[src/hw/rtl/i2c_master_bit_engine_macros.svh]
// Assertion macros for the I2C master bit engine.
// Used by the top level only; expects a clk and rst in scope.
`ifndef I2C_MASTER_BIT_ENGINE_MACROS_SVH
`define I2C_MASTER_BIT_ENGINE_MACROS_SVH

// same-cycle implication
`define I2CM_ASSERT_NOW(label, ante, cons) \
  label: assert property (@(posedge clk) disable iff (rst) (ante) |-> (cons)) \
    else $error("i2cm assertion failed");

// next-cycle implication
`define I2CM_ASSERT_NEXT(label, ante, cons) \
  label: assert property (@(posedge clk) disable iff (rst) (ante) |=> (cons)) \
    else $error("i2cm assertion failed");

`endif

[src/hw/rtl/i2cm_pkg.sv]
// Shared types and constants for the I2C master bit engine.
// No dependencies.
package i2cm_pkg;

  localparam int TIMER_BITS = 10;
  localparam int CFG_W = 10;
  localparam int CFG_INDEX_W = 1;

  localparam logic [CFG_W-1:0] CLOCK_HIGH_RESET = 10'd30;
  localparam logic [CFG_W-1:0] CLOCK_LOW_RESET = 10'd30;

  localparam int WAIT_ST_FIRST = 5;
  localparam int WAIT_ST_SHORT = 1;
  localparam int WAIT_ST_LONG = 30;
  localparam int WAIT_SP = 2;
  localparam int WAIT_SETUP = 1;
  localparam int WAIT_RB_SET = 3;
  localparam int WAIT_RB_HIGH = 30;
  localparam int WAIT_RB_LOW = 20;
  localparam int BITS_PER_BYTE = 8;

  typedef enum logic [CFG_INDEX_W-1:0] {
    REG_CLOCK_HIGH = 1'b0,
    REG_CLOCK_LOW  = 1'b1
  } reg_index_t;

  typedef enum logic [1:0] {
    CMD_START = 2'd0,
    CMD_STOP  = 2'd1,
    CMD_WRITE = 2'd2,
    CMD_READ  = 2'd3
  } cmd_t;

  typedef enum logic [14:0] {
    PH_IDLE    = 15'h0001,
    PH_ST_A    = 15'h0002,
    PH_ST_B    = 15'h0004,
    PH_ST_C    = 15'h0008,
    PH_ST_D    = 15'h0010,
    PH_ST_E    = 15'h0020,
    PH_SP_A    = 15'h0040,
    PH_SP_B    = 15'h0080,
    PH_SP_C    = 15'h0100,
    PH_TB_SET  = 15'h0200,
    PH_TB_HIGH = 15'h0400,
    PH_TB_LOW  = 15'h0800,
    PH_RB_SET  = 15'h1000,
    PH_RB_HIGH = 15'h2000,
    PH_RB_LOW  = 15'h4000
  } phase_t;

  typedef struct packed {
    logic       mode;
    cmd_t       command;
    logic [7:0] tx_byte;
    logic       ack_to_send;
    logic       sda_in;
  } item_t;

  typedef struct packed {
    logic       scl_level;
    logic       sda_pull_low;
    logic       busy_res;
    logic       done_res;
    logic [7:0] rx_data;
    logic       ack_seen;
    logic       command_rejected;
  } result_t;

  typedef struct packed {
    logic load;
    logic dec;
    logic clear;
  } timer_ctl_t;

  typedef struct packed {
    logic busy;
  } seq_status_t;

endpackage

[src/hw/rtl/i2cm_timer.sv]
// Phase wait timer: load, count down, flag the last tick of a wait.
// Depends on i2cm_pkg.
module i2cm_timer
  import i2cm_pkg::*;
#(
  parameter int TimerBits = TIMER_BITS
) (
  input  logic                 clk,
  input  logic                 rst,
  input  timer_ctl_t           ctl,
  input  logic [TimerBits-1:0] load_value,
  output logic                 expire
);

  logic [TimerBits-1:0] count;
  logic [TimerBits-1:0] count_next;

  always_comb begin
    count_next = count;
    if (ctl.clear) begin
      count_next = '0;
    end else if (ctl.load) begin
      count_next = (load_value == '0) ? TimerBits'(1) : load_value;
    end else if (ctl.dec) begin
      count_next = count - TimerBits'(1);
    end
  end

  always_ff @(posedge clk) begin
    if (rst) begin
      count <= '0;
    end else begin
      count <= count_next;
    end
  end

  assign expire = (count == TimerBits'(1));

endmodule

[src/hw/rtl/i2cm_seq.sv]
// Phase sequencer and byte datapath of the I2C master bit engine.
// Depends on i2cm_pkg; drives i2cm_timer through a timer_ctl_t.
module i2cm_seq
  import i2cm_pkg::*;
#(
  parameter int TimerBits = TIMER_BITS
) (
  input  logic                 clk,
  input  logic                 rst,
  input  logic                 step,
  input  item_t                item,
  input  logic [CFG_W-1:0]     clock_high,
  input  logic [CFG_W-1:0]     clock_low,
  input  logic                 expire,
  output timer_ctl_t           tctl,
  output logic [TimerBits-1:0] load_value,
  output result_t              res,
  output seq_status_t          status
);

  phase_t     phase, phase_next;
  logic [7:0] shift_reg, shift_reg_next;
  logic [3:0] bit_count, bit_count_next;
  logic       scl, scl_next;
  logic       sda_drive, sda_drive_next;
  logic       ack, ack_next;
  logic [7:0] rx, rx_next;
  cmd_t       active_cmd, active_cmd_next;
  logic       ack_out, ack_out_next;
  logic       done;
  logic       rejected;
  logic [3:0] bit_inc;
  logic [7:0] shift_up;

  assign bit_inc  = bit_count + 4'd1;
  assign shift_up = {shift_reg[6:0], 1'b0};

  always_comb begin
    phase_next      = phase;
    shift_reg_next  = shift_reg;
    bit_count_next  = bit_count;
    scl_next        = scl;
    sda_drive_next  = sda_drive;
    ack_next        = ack;
    rx_next         = rx;
    active_cmd_next = active_cmd;
    ack_out_next    = ack_out;
    done            = 1'b0;
    rejected        = 1'b0;
    tctl            = '0;
    load_value      = '0;
    if (step) begin
      if (item.mode) begin
        if (phase != PH_IDLE) begin
          rejected = 1'b1;
        end else begin
          active_cmd_next = item.command;
          tctl.load = 1'b1;
          unique case (item.command)
            CMD_START: begin
              phase_next = PH_ST_A;
              load_value = TimerBits'(WAIT_ST_FIRST);
            end
            CMD_STOP: begin
              scl_next   = 1'b0;
              phase_next = PH_SP_A;
              load_value = TimerBits'(WAIT_SP);
            end
            CMD_WRITE: begin
              shift_reg_next = item.tx_byte;
              bit_count_next = 4'd0;
              sda_drive_next = ~item.tx_byte[7];
              phase_next     = PH_TB_SET;
              load_value     = TimerBits'(WAIT_SETUP);
            end
            default: begin
              shift_reg_next = 8'd0;
              bit_count_next = 4'd0;
              ack_out_next   = item.ack_to_send;
              sda_drive_next = 1'b0;
              phase_next     = PH_RB_SET;
              load_value     = TimerBits'(WAIT_RB_SET);
            end
          endcase
        end
      end else if (phase != PH_IDLE) begin
        if (!expire) begin
          tctl.dec = 1'b1;
        end else begin
          tctl.load = 1'b1;
          unique case (phase)
            PH_ST_A: begin
              sda_drive_next = 1'b0;
              phase_next     = PH_ST_B;
              load_value     = TimerBits'(WAIT_ST_SHORT);
            end
            PH_ST_B: begin
              scl_next   = 1'b1;
              phase_next = PH_ST_C;
              load_value = TimerBits'(WAIT_ST_LONG);
            end
            PH_ST_C: begin
              sda_drive_next = 1'b1;
              phase_next     = PH_ST_D;
              load_value     = TimerBits'(WAIT_ST_LONG);
            end
            PH_ST_D: begin
              scl_next   = 1'b0;
              phase_next = PH_ST_E;
              load_value = TimerBits'(WAIT_ST_LONG);
            end
            PH_SP_A: begin
              sda_drive_next = 1'b1;
              phase_next     = PH_SP_B;
              load_value     = TimerBits'(WAIT_SP);
            end
            PH_SP_B: begin
              scl_next   = 1'b1;
              phase_next = PH_SP_C;
              load_value = TimerBits'(WAIT_SP);
            end
            PH_SP_C: begin
              sda_drive_next = 1'b0;
              done           = 1'b1;
            end
            PH_TB_SET: begin
              scl_next   = 1'b1;
              phase_next = PH_TB_HIGH;
              load_value = TimerBits'(clock_high);
            end
            PH_TB_HIGH: begin
              scl_next   = 1'b0;
              phase_next = PH_TB_LOW;
              load_value = TimerBits'(clock_low);
            end
            PH_TB_LOW: begin
              if (active_cmd == CMD_WRITE) begin
                bit_count_next = bit_inc;
                shift_reg_next = shift_up;
                if (bit_inc < 4'(BITS_PER_BYTE)) begin
                  sda_drive_next = ~shift_up[7];
                  phase_next     = PH_TB_SET;
                  load_value     = TimerBits'(WAIT_SETUP);
                end else begin
                  sda_drive_next = 1'b0;
                  phase_next     = PH_RB_SET;
                  load_value     = TimerBits'(WAIT_RB_SET);
                end
              end else begin
                rx_next = shift_reg;
                done    = 1'b1;
              end
            end
            PH_RB_SET: begin
              scl_next   = 1'b1;
              phase_next = PH_RB_HIGH;
              load_value = TimerBits'(WAIT_RB_HIGH);
            end
            PH_RB_HIGH: begin
              if (active_cmd == CMD_WRITE) begin
                ack_next = item.sda_in;
              end else begin
                shift_reg_next = {shift_reg[6:0], item.sda_in};
                bit_count_next = bit_inc;
              end
              scl_next   = 1'b0;
              phase_next = PH_RB_LOW;
              load_value = TimerBits'(WAIT_RB_LOW);
            end
            PH_RB_LOW: begin
              if (active_cmd == CMD_READ) begin
                if (bit_count < 4'(BITS_PER_BYTE)) begin
                  sda_drive_next = 1'b0;
                  phase_next     = PH_RB_SET;
                  load_value     = TimerBits'(WAIT_RB_SET);
                end else begin
                  sda_drive_next = ~ack_out;
                  phase_next     = PH_TB_SET;
                  load_value     = TimerBits'(WAIT_SETUP);
                end
              end else begin
                done = 1'b1;
              end
            end
            default: begin
              done = 1'b1;
            end
          endcase
          if (done) begin
            tctl.load  = 1'b0;
            tctl.clear = 1'b1;
            phase_next = PH_IDLE;
          end
        end
      end
    end
  end

  always_ff @(posedge clk) begin
    if (rst) begin
      phase      <= PH_IDLE;
      shift_reg  <= '0;
      bit_count  <= '0;
      scl        <= 1'b1;
      sda_drive  <= 1'b0;
      ack        <= 1'b0;
      rx         <= '0;
      active_cmd <= CMD_START;
      ack_out    <= 1'b0;
    end else begin
      phase      <= phase_next;
      shift_reg  <= shift_reg_next;
      bit_count  <= bit_count_next;
      scl        <= scl_next;
      sda_drive  <= sda_drive_next;
      ack        <= ack_next;
      rx         <= rx_next;
      active_cmd <= active_cmd_next;
      ack_out    <= ack_out_next;
    end
  end

  always_comb begin
    res.scl_level        = scl_next;
    res.sda_pull_low     = sda_drive_next;
    res.busy_res         = (phase_next != PH_IDLE);
    res.done_res         = done;
    res.rx_data          = rx_next;
    res.ack_seen         = ack_next;
    res.command_rejected = rejected;
  end

  assign status.busy = (phase != PH_IDLE);

endmodule

[src/hw/rtl/i2c_master_bit_engine.sv]
// Top level of the I2C master bit engine: input register, sequencer, result register.
// Depends on i2cm_pkg, i2cm_timer, i2cm_seq and i2c_master_bit_engine_macros.svh.
//
//  channel  | direction | payload
//  s_axis   | in        | one tick or command word, tuser = mode
//  m_axis   | out       | one result word per input word
//  cfg      | in        | register index and write data
//
// One word per cycle sustained while m_axis is ready; a taken word's result is registered.
// Each word does at most one timer step or one phase advance between the two registers.
// A stalled m_axis holds the result register; one more word waits in the input register.
// Synchronous reset clears both valid flags, the phase state and the timer.
// cfg_ready is always high; registers take effect on the next word.
`include "i2c_master_bit_engine_macros.svh"

module i2c_master_bit_engine
  import i2cm_pkg::*;
#(
  parameter int TimerBits = TIMER_BITS
) (
  input  logic                   clk,
  input  logic                   rst,
  input  logic                   s_axis_tvalid,
  output logic                   s_axis_tready,
  // [1:0] command, [9:2] tx_byte, [10] ack_to_send, [11] sda_in, [15:12] zero
  input  logic [15:0]            s_axis_tdata,
  // [0] mode
  input  logic                   s_axis_tuser,
  output logic                   m_axis_tvalid,
  input  logic                   m_axis_tready,
  // [0] scl_level, [1] sda_pull_low, [2] busy_res, [3] done_res,
  // [11:4] rx_data, [12] ack_seen, [13] command_rejected, [15:14] zero
  output logic [15:0]            m_axis_tdata,
  input  logic                   cfg_valid,
  output logic                   cfg_ready,
  input  logic [CFG_INDEX_W-1:0] cfg_index,
  input  logic [CFG_W-1:0]       cfg_data
);

  logic                 in_valid;
  item_t                in_item;
  logic                 out_valid;
  result_t              out_res;
  logic                 advance;
  logic                 step;
  logic [CFG_W-1:0]     clock_high;
  logic [CFG_W-1:0]     clock_low;
  timer_ctl_t           tctl;
  logic [TimerBits-1:0] load_value;
  logic                 expire;
  result_t              res;
  seq_status_t          status;

  assign advance       = !out_valid || m_axis_tready;
  assign step          = in_valid && advance;
  assign s_axis_tready = !in_valid || advance;
  assign cfg_ready     = 1'b1;

  always_ff @(posedge clk) begin
    if (rst) begin
      clock_high <= CLOCK_HIGH_RESET;
      clock_low  <= CLOCK_LOW_RESET;
    end else if (cfg_valid && cfg_ready) begin
      unique case (reg_index_t'(cfg_index))
        REG_CLOCK_HIGH: clock_high <= cfg_data;
        default:        clock_low  <= cfg_data;
      endcase
    end
  end

  always_ff @(posedge clk) begin
    if (rst) begin
      in_valid <= 1'b0;
    end else if (s_axis_tready) begin
      in_valid <= s_axis_tvalid;
    end
  end

  always_ff @(posedge clk) begin
    if (s_axis_tvalid && s_axis_tready) begin
      in_item.mode        <= s_axis_tuser;
      in_item.command     <= cmd_t'(s_axis_tdata[1:0]);
      in_item.tx_byte     <= s_axis_tdata[9:2];
      in_item.ack_to_send <= s_axis_tdata[10];
      in_item.sda_in      <= s_axis_tdata[11];
    end
  end

  i2cm_timer #(
    .TimerBits(TimerBits)
  ) u_timer (
    .clk       (clk),
    .rst       (rst),
    .ctl       (tctl),
    .load_value(load_value),
    .expire    (expire)
  );

  i2cm_seq #(
    .TimerBits(TimerBits)
  ) u_seq (
    .clk       (clk),
    .rst       (rst),
    .step      (step),
    .item      (in_item),
    .clock_high(clock_high),
    .clock_low (clock_low),
    .expire    (expire),
    .tctl      (tctl),
    .load_value(load_value),
    .res       (res),
    .status    (status)
  );

  always_ff @(posedge clk) begin
    if (rst) begin
      out_valid <= 1'b0;
    end else if (advance) begin
      out_valid <= in_valid;
    end
  end

  always_ff @(posedge clk) begin
    if (step) begin
      out_res <= res;
    end
  end

  assign m_axis_tvalid = out_valid;
  assign m_axis_tdata  = {2'b00, out_res.command_rejected, out_res.ack_seen, out_res.rx_data,
                          out_res.done_res, out_res.busy_res, out_res.sda_pull_low,
                          out_res.scl_level};

  `I2CM_ASSERT_NOW(a_done_ends_busy, out_valid && out_res.done_res,
                   !out_res.busy_res && !out_res.command_rejected)
  `I2CM_ASSERT_NEXT(a_cmd_starts_busy, step && in_item.mode && !status.busy, status.busy)
  `I2CM_ASSERT_NEXT(a_idle_tick_stays, step && !in_item.mode && !status.busy, !status.busy)

endmodule

[config.mk]
export PLATFORM = sky130hd
export DESIGN_NAME = i2c_master_bit_engine
export DESIGN_NICKNAME = d
export VERILOG_FILES = /design/src/hw/rtl/i2cm_pkg.sv /design/src/hw/rtl/i2cm_timer.sv /design/src/hw/rtl/i2cm_seq.sv /design/src/hw/rtl/i2c_master_bit_engine.sv
export VERILOG_INCLUDE_DIRS = /design/src /design/src/hw/rtl
export SDC_FILE = /design/constraint.sdc
export NUM_CORES = 1
export LEC_CHECK = 0
export BUFFER_PORTS_ARGS = -buffer_cell sky130_fd_sc_hd__clkbuf_2
export CORE_AREA = 2 2 70 138
export CTS_BUF_LIST = sky130_fd_sc_hd__clkbuf_4
export CTS_CLUSTER_DIAMETER = 120
export CTS_CLUSTER_SIZE = 30
export DETAILED_ROUTE_END_ITERATION = 16
export DIE_AREA = 0 0 72 140
export HOLD_SLACK_MARGIN = 0.06
export PLACE_DENSITY = 0.77
export SYNTH_ARGS = -nofsm -noshare
export SYNTH_HDL_FRONTEND = slang
export SYNTH_SLANG_ARGS = --single-unit
[constraint.sdc]
create_clock -name clk -period 5.2 [get_ports clk]
set_input_delay 0.52 -clock clk [delete_from_list [all_inputs] [get_ports clk]]
set_output_delay 0.52 -clock clk [all_outputs]
set_load 0.02 [all_outputs]
==> summary.txt <==
Place
  – I/O Buffers: 44
  – Final GP Congestion: 0.965
  – Post-Place Setup Slack: 1.71 ns
  – Placed Area: 0.00542 sq mm
  – Dpl hpwl: 11200 microns
  – Post-Place Cells: 706

Synth
  – Mux share of post-synthesis cell area: 0.785%
  – Post-Syn Area: 0.00526 sq mm
  – Yosys reg bits: 100
  – Top cells by area, synth: dfxtp_1 (28%), edfxtp_1 (15%), nand2_1 (6.8%)
  – Primary FF master, synth: dfxtp_1
  – Unique masters post-synth: 88
  – Synth Area in XOR/XNOR: 1.83%
  – Post-synthesis compound-gate area fraction: 17.7%
  – Register area share after synthesis: 43.2%
  – Synth Warn #: 0
  – Synth Area in Adders: 0.714%
  – Post-Syn Area per Cell: 8.79 sq um
  – Cell taking the most area after synthesis: dfxtp_1
  – Post-synthesis simple-gate area fraction: 31.3%
  – Combinational family with the most area after synthesis: simple AND/OR/NAND/NOR gates
  – Share of the synthesized area in the top cell type: 27.8%
  – Post-synth EDFFs: 27
  – Async set or reset register ratio after synthesis: 0%
  – Post-Syn Instances: 598

Floorplanning
  – Initial core utilization: 58.3%
  – Die Span X: 72 microns
  – # IOs: 52
  – DIE AREA: 0.0101 sq mm
  – Core Region: 0.00901 sq mm
  – Die Span Y: 140 microns
  – Placement row count: 49

GRT
  – Largest net degree at the start of global routing: 36
  – Vias in the first global route: 4580
  – First-pass GRT wire length: 23500 microns
  – Remaining Overflow, GRT: 0
  – GR Util All Layers: 30.5%
  – Initial antenna violation count: 1

Clocking
  – Root Buffer: clkbuf_4
  – Post-CTS resize count: 0
  – CTS Sinks: 100
  – Clock buffer depth: 2
  – Hold-fix buffers at CTS: 0
  – H-tree levels: 3
  – CTS buffer count: 9
  – Clk slew on worst S/H paths: 0.17 ns
  – CTS tree: yes
  – Later-pin clock latency in the skew report: 0.50 ns
  – Post-CTS Setup Inserts: 0

STA
  – F_max: 281 MHz
  – Setup violators final: 0
  – Slew @ Worst Pin: 1.09 ns
  – Final worst path period share: 68.3%
  – Rel. slew slack: 26.6%
  – RSZ-0062 raised after global routing: false
  – Final min period: 3.55 ns
  – Hold_ws: 0.188 ns
  – Max-slew violations: 0
  – Final setup TNS: 0 ns
  – Setup ws final: 1.65 ns
  – Hold Fails Final Rpt: 0
  – Clock skew: 0.0214 ns

Power
  – Clk pwr share: 31.2%
  – Combinational Power Share: 10.9%
  – Switch Pwr: 0.423 mW
  – Pwr Total: 1.47 mW
  – Power Internal: 1.05 mW
  – Lkg Pwr: 2.09 nW
  – Pwr/cell area: 263 mW/mm^2
  – Power share of the sequential group: 58.0%
  – Peak VDD IR: 250 uV
  – Net Sw Frac: 28.8%

Hold path
  – Worst hold path class: in2reg

Finish
  – Final instance area: 0.00558 sq mm
  – Number of flip-flops in the largest register: 15
  – Final Util: 62.0%
  – Most frequent cells in the layout: nand2_1 (95), dfxtp_1 (73), nor2_1 (56)
  – Most common cell after layout, fill and taps aside: nand2_1
  – Layout cell share with drive strength beyond 1: 16.6%
  – Layout Nets: 651
  – P&R area growth vs syn: 6.21%
  – Largest Register: u_seq.phase
  – Fillers: 798
  – Non-filler cells, final: 723

Critical path
  – WP buf/inv: 0
  – Worst Setup End Kind: flop
  – Slowest cell delay on critical path: 0.79 ns
  – Critical Path RT: 5.63 ns
  – CP top delay family: simple AND/OR/NAND/NOR gates
  – Data arrival, critical path: 3.98 ns
  – Slowest-stage cell, CP: nor3_2
  – CP Class: reg2reg
  – Crit path max fanout: 13
  – Critical-path cell list: nor3_2 > nand4_2 > mux2i_1 > nor3_1 > nand2_1 > or4_1 > a21oi_1
  – Worst setup SP type: flop

Routing
  – DRC: 0
  – DRT Pass-1 Iters: 5
  – Avg Vias per Cell: 6.46
  – Drt initial violations: 377
  – Antenna Nets Post-Route: 0
  – Routed wire length: 14800 microns
  – Routed len/inst: 20.4 microns
  – Vias: 4669

Job
  – Max-Cap Viols: 0

Run status
  – Status: finished clean
worst paths after layout:
| kind | from | to | slack, ns | depth (start not counted) |
|---|---|---|---|---|
| max reg2reg | u_seq.phase[14] | u_seq.bit_count[3] | 1.65 | 7 |
| max | u_seq.phase[14] | u_seq.bit_count[3] | 1.65 | 7 |
| min reg2reg | clock_high[9] | clock_high[9] | 0.47 | 2 |
| min | s_axis_tdata[4] | in_item[4] | 0.19 | 1 |
routing by layer:
metal  global-route usage, %  routed length, microns  share of wire [%]  vias to the layer above
li1                        -                       -                  -                     2213
met1                    31.8                    5180                 35                     2235
met2                    54.1                    7920                 54                      164
met3                    4.96                     631                4.3                       57
met4                    20.8                    1020                6.9                        0
met5                       0                       0                  0                        -
cell usage after synthesis (all sizes together), types with 8 or more instances:
library cell / count
nor4: 14
or3: 8
nand2: 96
nor2: 57
a22oi: 11
a21oi: 35
edfxtp: 27
nor3: 25
dfxtp: 73
o21ai: 27
nand3: 17
nand3b: 8
or4: 11
buf: 23
nor2b: 13
clkbuf: 17
logic make-up (layout without fill, tap and decap cells):
family          count (synthesis)  after routing
simple gates                  298            298
compound gates                132            132
flops                         100            100
buf+inv                        48             69
xor+xnor                       11             11
mux                             4              4
fa+ha+maj                       3              3
other cells                     2              4
final cells by class:
class / count / area (sq um) / area share [%]
Antenna cell: 1 / 2.50 / 0.0448
Clock buffer: 9 / 67.6 / 1.21
Clock inverter: 7 / 93.8 / 1.68
Inverter: 7 / 26.3 / 0.471
Multi-Input combinational cell: 451 / 2760 / 49.4
Sequential cell: 100 / 2270 / 40.7
Tap cell: 102 / 128 / 2.29
Timing Repair Buffer: 46 / 235 / 4.21
power by group through the flow:
| stage | combinational [mW] | clock [mW] | sequential (mW) |
|---|---|---|---|
| 3_3_place_gp | 0.154 | 0 | 0.868 |
| 2_1_floorplan | 0.114 | 0 | 0.865 |
| 3_5_place_dp | 0.158 | 0 | 0.869 |
| 5_1_grt | 0.175 | 0.486 | 0.855 |
| 6_report | 0.159 | 0.458 | 0.852 |
| 4_1_cts | 0.159 | 0.462 | 0.852 |
(Power assumes the default switching activity.)
